==> config.mk <==
export PLATFORM = sky130hd
export DESIGN_NAME = sensor_wash_sequencer_core
export DESIGN_NICKNAME = d
export VERILOG_FILES = /design/src/rtl/swsq_pkg.sv /design/src/rtl/sensor_wash_sequencer_core.sv
export SDC_FILE = /design/constraint.sdc
export NUM_CORES = 1
export LEC_CHECK = 0
export ABC_AREA = 1
export BUFFER_PORTS_ARGS = -buffer_cell sky130_fd_sc_hd__buf_2
export CAP_MARGIN = 20
export CELL_PAD_IN_SITES_DETAIL_PLACEMENT = 1
export CELL_PAD_IN_SITES_GLOBAL_PLACEMENT = 2
export CORE_MARGIN = 2
export CORE_UTILIZATION = 29
export CTS_BUF_LIST = sky130_fd_sc_hd__clkbuf_2
export DETAILED_ROUTE_END_ITERATION = 8
export PLACE_DENSITY_LB_ADDON = 0.1
export SLEW_MARGIN = 25
export SYNTH_ARGS = -nofsm -noshare
export SYNTH_HDL_FRONTEND = slang
export SYNTH_SLANG_ARGS = --single-unit
==> constraint.sdc <==
create_clock -name aclk -period 4.8 [get_ports aclk]
set_input_delay 0.96 -clock aclk [delete_from_list [all_inputs] [get_ports aclk]]
set_output_delay 0.96 -clock aclk [all_outputs]
set_load 0.01 [all_outputs]
==> src/rtl/swsq_pkg.sv <==
`timescale 1ns / 1ps
// swsq_pkg: shared types and constants of the sensor wash sequencer.
// No dependencies; used by the core and by its checker.
package swsq_pkg;

    // Phase of the wash sequence, one-hot
    typedef enum logic [6:0] {
        PH_IDLE   = 7'b0000001,
        PH_PARK   = 7'b0000010,
        PH_AIR1   = 7'b0000100,
        PH_PAUSE1 = 7'b0001000,
        PH_WASH   = 7'b0010000,
        PH_PAUSE2 = 7'b0100000,
        PH_AIR2   = 7'b1000000
    } phase_t;

    // Configuration register indexes (byte address = 4 * index)
    typedef enum logic [2:0] {
        REG_WASH_CYCLES      = 3'd0,
        REG_DRY_CYCLES       = 3'd1,
        REG_WIGGLE_ANGLE     = 3'd2,
        REG_WIGGLE_SPEED     = 3'd3,
        REG_PARK_SPEED       = 3'd4,
        REG_ARRIVE_TOLERANCE = 3'd5,
        REG_MOVE_TIMEOUT     = 3'd6
    } reg_idx_t;

    // Finish codes
    localparam logic [1:0] FIN_NONE = 2'd0;
    localparam logic [1:0] FIN_OK   = 2'd1;
    localparam logic [1:0] FIN_FAIL = 2'd2;

    // Wiggle legs
    localparam logic [1:0] LEG_NEG  = 2'd0;
    localparam logic [1:0] LEG_POS  = 2'd1;
    localparam logic [1:0] LEG_ZERO = 2'd2;

    // Valve bits: bit 0 washer, bit 1 air
    localparam logic [1:0] VALVE_OFF    = 2'b00;
    localparam logic [1:0] VALVE_WASHER = 2'b01;
    localparam logic [1:0] VALVE_AIR    = 2'b10;

    // Internal target: 0 or +/- wiggle angle (12 bits) as a signed value
    localparam int TGT_BITS   = 13;
    localparam int SPEED_BITS = 13;
    localparam int ANGLE_BITS = 12;

    // Result fields after tilt_target: speed, washer, air, busy, accepted, finish
    localparam int OUT_TAIL_BITS = SPEED_BITS + 6;

    // Register reset values
    localparam logic [2:0]  RST_WASH_CYCLES      = 3'd1;
    localparam logic [2:0]  RST_DRY_CYCLES       = 3'd4;
    localparam logic [11:0] RST_WIGGLE_ANGLE     = 12'd357;
    localparam logic [12:0] RST_WIGGLE_SPEED     = 13'd819;
    localparam logic [12:0] RST_PARK_SPEED       = 13'd819;
    localparam logic [11:0] RST_ARRIVE_TOLERANCE = 12'd41;
    localparam logic [7:0]  RST_MOVE_TIMEOUT     = 8'd20;

endpackage

==> src/rtl/sensor_wash_sequencer_core.sv <==
`timescale 1ns / 1ps
// sensor_wash_sequencer_core: sequences the wash of a tilting sensor head.
// The result of an accepted input transaction is registered and offered in the next cycle.
// Throughput: one transaction per cycle unless the result side stalls; the whole step
// is one pass of logic between the sequence state registers and the result register.
// Reset (aresetn, synchronous, active low): phase idle, valves off, target zero,
// result channel empty, configuration registers at their documented defaults.
// Depends on swsq_pkg.
module sensor_wash_sequencer_core
    import swsq_pkg::*;
#(
    parameter int TILT_BITS = 16
) (
    input  logic aclk,
    input  logic aresetn,

    // Input stream
    input  logic                                   s_tvalid,
    output logic                                   s_tready,
    // tdata: [TILT_BITS-1:0] measured_tilt, [TILT_BITS] command_fault, zero pad
    input  logic [((TILT_BITS + 1 + 7) / 8) * 8 - 1:0] s_tdata,
    // tuser: [0] opcode (0 wash request, 1 tick)
    input  logic [0:0]                             s_tuser,

    // Result stream
    output logic                                   m_tvalid,
    input  logic                                   m_tready,
    // tdata: tilt_target, tilt_speed[12:0], washer_on, air_on, busy_res,
    //        accepted, finish_code[1:0], zero pad (lowest bit first)
    output logic [((TILT_BITS + OUT_TAIL_BITS + 7) / 8) * 8 - 1:0] m_tdata,

    // Configuration port
    input  logic        psel,
    input  logic        penable,
    input  logic        pwrite,
    input  logic [4:0]  paddr,
    input  logic [31:0] pwdata,
    output logic [31:0] prdata,
    output logic        pready
);

    localparam int OUT_W = ((TILT_BITS + OUT_TAIL_BITS + 7) / 8) * 8;
    // Width that holds measured - target without overflow
    localparam int DW = ((TILT_BITS > TGT_BITS) ? TILT_BITS : TGT_BITS) + 1;

    // ------------------------------------------------------------------
    // Configuration registers
    // ------------------------------------------------------------------
    logic [2:0]            wash_cycles_reg;
    logic [2:0]            dry_cycles_reg;
    logic [ANGLE_BITS-1:0] wiggle_angle_reg;
    logic [SPEED_BITS-1:0] wiggle_speed_reg;
    logic [SPEED_BITS-1:0] park_speed_reg;
    logic [11:0]           arrive_tol_reg;
    logic [7:0]            move_timeout_reg;

    reg_idx_t cfg_idx;
    logic     cfg_wr;

    assign pready  = 1'b1;
    assign cfg_idx = reg_idx_t'(paddr[4:2]);
    assign cfg_wr  = psel & penable & pwrite & pready;

    always_ff @(posedge aclk) begin
        if (!aresetn) begin
            wash_cycles_reg  <= RST_WASH_CYCLES;
            dry_cycles_reg   <= RST_DRY_CYCLES;
            wiggle_angle_reg <= RST_WIGGLE_ANGLE;
            wiggle_speed_reg <= RST_WIGGLE_SPEED;
            park_speed_reg   <= RST_PARK_SPEED;
            arrive_tol_reg   <= RST_ARRIVE_TOLERANCE;
            move_timeout_reg <= RST_MOVE_TIMEOUT;
        end else if (cfg_wr) begin
            // An address past the last register is dropped
            case (cfg_idx)
                REG_WASH_CYCLES:      wash_cycles_reg  <= pwdata[2:0];
                REG_DRY_CYCLES:       dry_cycles_reg   <= pwdata[2:0];
                REG_WIGGLE_ANGLE:     wiggle_angle_reg <= pwdata[ANGLE_BITS-1:0];
                REG_WIGGLE_SPEED:     wiggle_speed_reg <= pwdata[SPEED_BITS-1:0];
                REG_PARK_SPEED:       park_speed_reg   <= pwdata[SPEED_BITS-1:0];
                REG_ARRIVE_TOLERANCE: arrive_tol_reg   <= pwdata[11:0];
                REG_MOVE_TIMEOUT:     move_timeout_reg <= pwdata[7:0];
                default: ;
            endcase
        end
    end

    // Read back: zero-extend the addressed register
    always_comb begin
        unique case (cfg_idx)
            REG_WASH_CYCLES:      prdata = 32'(wash_cycles_reg);
            REG_DRY_CYCLES:       prdata = 32'(dry_cycles_reg);
            REG_WIGGLE_ANGLE:     prdata = 32'(wiggle_angle_reg);
            REG_WIGGLE_SPEED:     prdata = 32'(wiggle_speed_reg);
            REG_PARK_SPEED:       prdata = 32'(park_speed_reg);
            REG_ARRIVE_TOLERANCE: prdata = 32'(arrive_tol_reg);
            REG_MOVE_TIMEOUT:     prdata = 32'(move_timeout_reg);
            default:              prdata = 32'd0;
        endcase
    end

    // ------------------------------------------------------------------
    // Handshake: the result register frees itself when taken, so a new
    // transaction enters in the same cycle the previous result leaves.
    // ------------------------------------------------------------------
    logic take;
    assign s_tready = !m_tvalid || m_tready;
    assign take     = s_tvalid && s_tready;

    // Unpack the input transaction
    logic                        in_tick;
    logic signed [TILT_BITS-1:0] in_tilt;
    logic                        in_fault;

    assign in_tick  = s_tuser[0];
    assign in_tilt  = $signed(s_tdata[TILT_BITS-1:0]);
    assign in_fault = s_tdata[TILT_BITS];

    // ------------------------------------------------------------------
    // Sequence state
    // ------------------------------------------------------------------
    phase_t                     phase_reg,  phase_next;
    logic [2:0]                 left_reg,   left_next;
    logic [1:0]                 leg_reg,    leg_next;
    logic [7:0]                 wait_reg,   wait_next;
    logic signed [TGT_BITS-1:0] target_reg, target_next;
    logic [1:0]                 valve_reg,  valve_next;

    // Arrival test: |measured - target| < tolerance, in a width that cannot wrap
    logic signed [DW-1:0] err;
    logic        [DW-1:0] err_abs;
    logic                 arrived;
    logic [7:0]           wait_inc;

    logic signed [TGT_BITS-1:0] pos_angle, neg_angle;

    assign pos_angle = $signed({1'b0, wiggle_angle_reg});
    assign neg_angle = -pos_angle;

    assign err      = DW'(in_tilt) - DW'(target_reg);
    assign err_abs  = err[DW-1] ? DW'(-err) : DW'(err);
    assign arrived  = err_abs < DW'(arrive_tol_reg);
    assign wait_inc = wait_reg + 8'd1;

    // Wiggle start request raised by the decision logic below
    logic       wig_start;
    phase_t     wig_phase;
    logic [2:0] wig_count;

    logic       acc;
    logic [1:0] fin_code;

    always_comb begin
        phase_next  = phase_reg;
        left_next   = left_reg;
        leg_next    = leg_reg;
        wait_next   = wait_reg;
        target_next = target_reg;
        valve_next  = valve_reg;
        wig_start   = 1'b0;
        wig_phase   = PH_AIR1;
        wig_count   = dry_cycles_reg;
        acc         = 1'b0;
        fin_code    = FIN_NONE;

        if (!in_tick) begin
            // Wash request: start only from idle, ignore otherwise
            if (phase_reg == PH_IDLE) begin
                acc         = 1'b1;
                phase_next  = PH_PARK;
                valve_next  = VALVE_OFF;
                left_next   = 3'd0;
                leg_next    = LEG_NEG;
                target_next = '0;
                wait_next   = 8'd0;
            end
        end else if (phase_reg != PH_IDLE) begin
            if (in_fault) begin
                fin_code = FIN_FAIL;
            end else begin
                unique case (phase_reg)
                    PH_PAUSE1: begin
                        valve_next = VALVE_WASHER;
                        wig_start  = 1'b1;
                        wig_phase  = PH_WASH;
                        wig_count  = wash_cycles_reg;
                    end
                    PH_PAUSE2: begin
                        valve_next = VALVE_AIR;
                        wig_start  = 1'b1;
                        wig_phase  = PH_AIR2;
                        wig_count  = dry_cycles_reg;
                    end
                    default: begin
                        if (arrived) begin
                            if (phase_reg == PH_PARK) begin
                                valve_next = VALVE_AIR;
                                wig_start  = 1'b1;
                                wig_phase  = PH_AIR1;
                                wig_count  = dry_cycles_reg;
                            end else if (leg_reg == LEG_NEG) begin
                                leg_next    = LEG_POS;
                                target_next = pos_angle;
                                wait_next   = 8'd0;
                            end else if (leg_reg == LEG_POS) begin
                                left_next = left_reg - 3'd1;
                                wait_next = 8'd0;
                                if (left_reg != 3'd1) begin
                                    leg_next    = LEG_NEG;
                                    target_next = neg_angle;
                                end else begin
                                    leg_next    = LEG_ZERO;
                                    target_next = '0;
                                end
                            end else begin
                                // Back at zero: close the valves and end the phase
                                valve_next = VALVE_OFF;
                                wait_next  = 8'd0;
                                if (phase_reg == PH_AIR1) begin
                                    phase_next = PH_PAUSE1;
                                end else if (phase_reg == PH_WASH) begin
                                    phase_next = PH_PAUSE2;
                                end else begin
                                    fin_code = FIN_OK;
                                end
                            end
                        end else begin
                            wait_next = wait_inc;
                            if (wait_inc >= move_timeout_reg) begin
                                fin_code = FIN_FAIL;
                            end
                        end
                    end
                endcase
            end
        end

        // Enter a wiggle phase; a zero count goes straight to the return leg
        if (wig_start) begin
            phase_next = wig_phase;
            left_next  = wig_count;
            wait_next  = 8'd0;
            if (wig_count == 3'd0) begin
                leg_next    = LEG_ZERO;
                target_next = '0;
            end else begin
                leg_next    = LEG_NEG;
                target_next = neg_angle;
            end
        end

        // Sequence finished, either way: drop to idle with valves off
        if (fin_code != FIN_NONE) begin
            phase_next = PH_IDLE;
            valve_next = VALVE_OFF;
            left_next  = 3'd0;
            leg_next   = LEG_NEG;
            wait_next  = 8'd0;
        end
    end

    always_ff @(posedge aclk) begin
        if (!aresetn) begin
            phase_reg  <= PH_IDLE;
            left_reg   <= 3'd0;
            leg_reg    <= LEG_NEG;
            wait_reg   <= 8'd0;
            target_reg <= '0;
            valve_reg  <= VALVE_OFF;
        end else if (take) begin
            phase_reg  <= phase_next;
            left_reg   <= left_next;
            leg_reg    <= leg_next;
            wait_reg   <= wait_next;
            target_reg <= target_next;
            valve_reg  <= valve_next;
        end
    end

    // ------------------------------------------------------------------
    // Result register
    // ------------------------------------------------------------------
    logic [SPEED_BITS-1:0] speed;
    logic [DW-1:0]         target_ext;
    logic                  busy;

    always_comb begin
        unique case (phase_next)
            PH_IDLE: speed = '0;
            PH_PARK: speed = park_speed_reg;
            default: speed = wiggle_speed_reg;
        endcase
    end

    // Sign-extend the target and keep the low TILT_BITS, as the port carries
    assign target_ext = DW'(target_next);
    assign busy       = phase_next != PH_IDLE;

    logic             m_valid_reg;
    logic [OUT_W-1:0] m_data_reg;

    always_ff @(posedge aclk) begin
        if (!aresetn) begin
            m_valid_reg <= 1'b0;
        end else if (take) begin
            m_valid_reg <= 1'b1;
        end else if (m_tready) begin
            m_valid_reg <= 1'b0;
        end
    end

    always_ff @(posedge aclk) begin
        if (take) begin
            m_data_reg <= OUT_W'({fin_code, acc, busy, valve_next[1], valve_next[0],
                                  speed, target_ext[TILT_BITS-1:0]});
        end
    end

    assign m_tvalid = m_valid_reg;
    assign m_tdata  = m_data_reg;

endmodule

==> run summary <==
Ports: 144
CP required: 5340 ps
Crit Path Class: flip-flop to flip-flop
Pwr per Cell Area: 293 mW/mm²
Hold Violations, Final: 0
Violated checks: negative setup slack
Finish-stage setup viols: 13
Launch point of the worst reg-to-reg path: target_reg[0]
Fillers: 3768
Crit-path max FO: 7
Number of max-cap violations: 0
Final setup margin: -97.5 ps
Hold Crit Class: input pin to flip-flop
Detailed Route Iter0 Violations: 506
# port buffers: 90
H-tree levels: 4
First-pass GRT wire length: 49.9 mm
Library cells used by synthesis: 46
Vias post-DR: 9175
RSZ-0062 raised after global routing: true
# placed instances: 1851
Routability cong.: 0.817
FF+latch count, synth: 132
Dpl hpwl: 24.2 mm
Number of global-route vias before repair: 9047
Worst Setup SP: target_reg[0]
Grt ovf: 0
Initial core utilization: 29.6%
Sequential share of the synthesized area: 33.6%
Die X: 178 µm
Syn Inst Count: 1295
Fmax: 0.204 GHz
Worst reg2reg path depth: 33
Die Ht: 178 µm
Most frequent cells in the layout: nand2_1, inv_1, buf_4, nor2_1, dfxtp_1
Leakage Power: 5.56 nW
Share of cells above drive strength 1: 28.4%
Layout area overhead: 31.2%
Sink Count: 132
RR Endpoint: m_tdata[27]
Max-slew violations: 0
Worst Setup EP: m_tdata[27]
Die area: 0.0318 mm²
Root Driver: clkbuf_2
CTS max path bufs: 2
Vias per inst: 4.80
Arrival time worst endpoint: 5440 ps
Max reg flops: 32
Reg-to-reg slack, setup: -100 ps
WL final: 32.7 mm
Routed Antenna Nets: 0
Largest net degree at the start of global routing: 79
WL per Instance: 17.1 µm
CP max stage cell: fa_2
Yosys Warn Count: 0
Initial antenna violation count: 1
Final critical-path share of the clock period: 102%
Worst-margin pin slew: 1090 ps
CTS Buf Count: 17
Detailed Routing Iterations Pass 1: 5
Mapped Area: 0.00881 mm²
Clock slew seen by the registers of the worst setup and hold paths: 250 ps
# rows: 63
Commonest non-fill, non-tap cell in the layout: nand2_1
Critical Path Start Type: flip-flop
Finished Layout Cells: 1910
Run status: finished with violations
Post-synthesis average cell area: 6.80 µm²
CTS tree: done
Worst skew pair latency: 740 ps
Relative slew slack: 27.4%
Tmin final: 4900 ps
Largest vdd supply drop: 0.126 mV
Worst-case clock skew: 39.4 ps
Core box area: 0.0298 mm²
GRT Overall Usage: 20.3%
Worst Setup End Kind: flip-flop
Final #Nets: 1616
Dpl ws: -888 ps
DRC violations left: 0
Slowest stage delay, CP: 640 ps
Tot Pwr: 0.00338 W
==> critical path: cells and delay by family, from the launching register on <==
family	cells	cell delay, ps
AO/OA/AOI/OAI	4	680
AND/OR/NAND/NOR	20	1830
flip-flops	1	420
buffers and inverters	5	620
XOR/XNOR	1	150
adder cells (fa/ha/maj)	3	1010
==> timing repair <==
item	in CTS	in global routing
buffers inserted	1	23
hold buffers	0	0
setup endpoints to repair	43	61
gates resized for setup	23	154
gates cloned	0	3
pin swaps	5	58
==> synthesized netlist by cell type (all sizes together) <==
library cell | instances | area [µm²]
xnor2 | 6 | 52.6
o31ai | 1 | 7.51
o2111ai | 10 | 87.6
dfxtp | 100 | 2000
edfxtp | 32 | 961
a31oi | 1 | 6.26
a22oi | 13 | 97.6
nor2 | 124 | 503
conb | 2 | 7.51
and3 | 1 | 6.26
a221oi | 5 | 43.8
buf | 34 | 263
nor4 | 4 | 25.0
inv | 193 | 732
and2 | 3 | 18.8
clkbuf | 34 | 129
ha | 40 | 500
mux2i | 1 | 10.0
a21oi | 99 | 529
o211a | 1 | 10.0
nor3 | 11 | 55.1
o21ai | 131 | 656
a22o | 1 | 8.76
fa | 1 | 20.0
o22ai | 8 | 50.1
nand2 | 311 | 1260
nand3b | 5 | 37.5
nand3 | 88 | 455
a211oi | 1 | 7.51
xor2 | 19 | 166
o211ai | 6 | 45.0
nand4 | 9 | 56.3
==> cell type report <==
| type | count | area [µm²] | share of cell area [%] |
|---|---|---|---|
| flip-flops and latches | 132 | 2970 | 25.7 |
| well taps | 390 | 488 | 4.22 |
| repair inverters | 1 | 8.76 | 0.0758 |
| repair buffers | 235 | 1630 | 14.1 |
| clock inverters | 15 | 169 | 1.46 |
| multi-input cells | 926 | 5430 | 47.0 |
| diodes | 1 | 2.50 | 0.0217 |
| inverters | 193 | 772 | 6.68 |
| clock buffers | 17 | 85.1 | 0.736 |
==> worst min path at each step <==
stage / from / end / slack, ps / cells after the start
2_1_floorplan: wash_cycles_reg[0] / wash_cycles_reg[0] / 450 / 2
3_3_place_gp: leg_reg[0] / leg_reg[0] / 470 / 2
3_5_place_dp: leg_reg[0] / leg_reg[0] / 470 / 2
4_1_cts: pwdata[12] / park_speed_reg[12] / 350 / 3
5_1_grt: pwdata[12] / park_speed_reg[12] / 350 / 3
6_report: pwdata[12] / park_speed_reg[12] / 430 / 3
==> per-stage QoR <==
step | instance area [µm²] | hold WS, ps | util, % | TNS, ps
3_5_place_dp | 10400 | 468 | 35.0 | -41500
2_1_floorplan | 8960 | 446 | - | 0
3_3_place_gp | 10400 | 469 | 35.0 | -32510
6_report | 11600 | 434 | 38.8 | -1010
4_1_cts | 10800 | 347 | 36.2 | 0
5_1_grt | 11600 | 355 | 38.8 | -10780
==> routing by layer <==
| layer | track usage (%) | up-vias | wire length [µm] |
|---|---|---|---|
| met5 | 0 | - | 0 |
| met4 | 3.83 | 0 | 413 |
| met3 | 2.96 | 21 | 1100 |
| met2 | 32.4 | 165 | 14900 |
| met1 | 29.2 | 4365 | 16300 |
| li1 | - | 4624 | - |
==> power breakdown <==
group          leakage, nW  internal, W  switching, W
registers             1.13      0.00122     0.0000445
logic                 4.29     0.000558      0.000793
clock network        0.146     0.000254      0.000518
==> kinds of logic after synthesis <==
| kind of cell | share of synthesized area, % |
|---|---|
| and+or+nand+nor | 27.4 |
| AOI/OAI and AO/OA | 17.6 |
| buffers and inverters | 12.8 |
| DFF | 33.6 |
| adders and majority gates | 5.91 |
| xor gates and xnor gates | 2.49 |
| other | 0.0853 |
| muxes | 0.114 |
No activity file was read; power rests on OpenSTA's default activity.
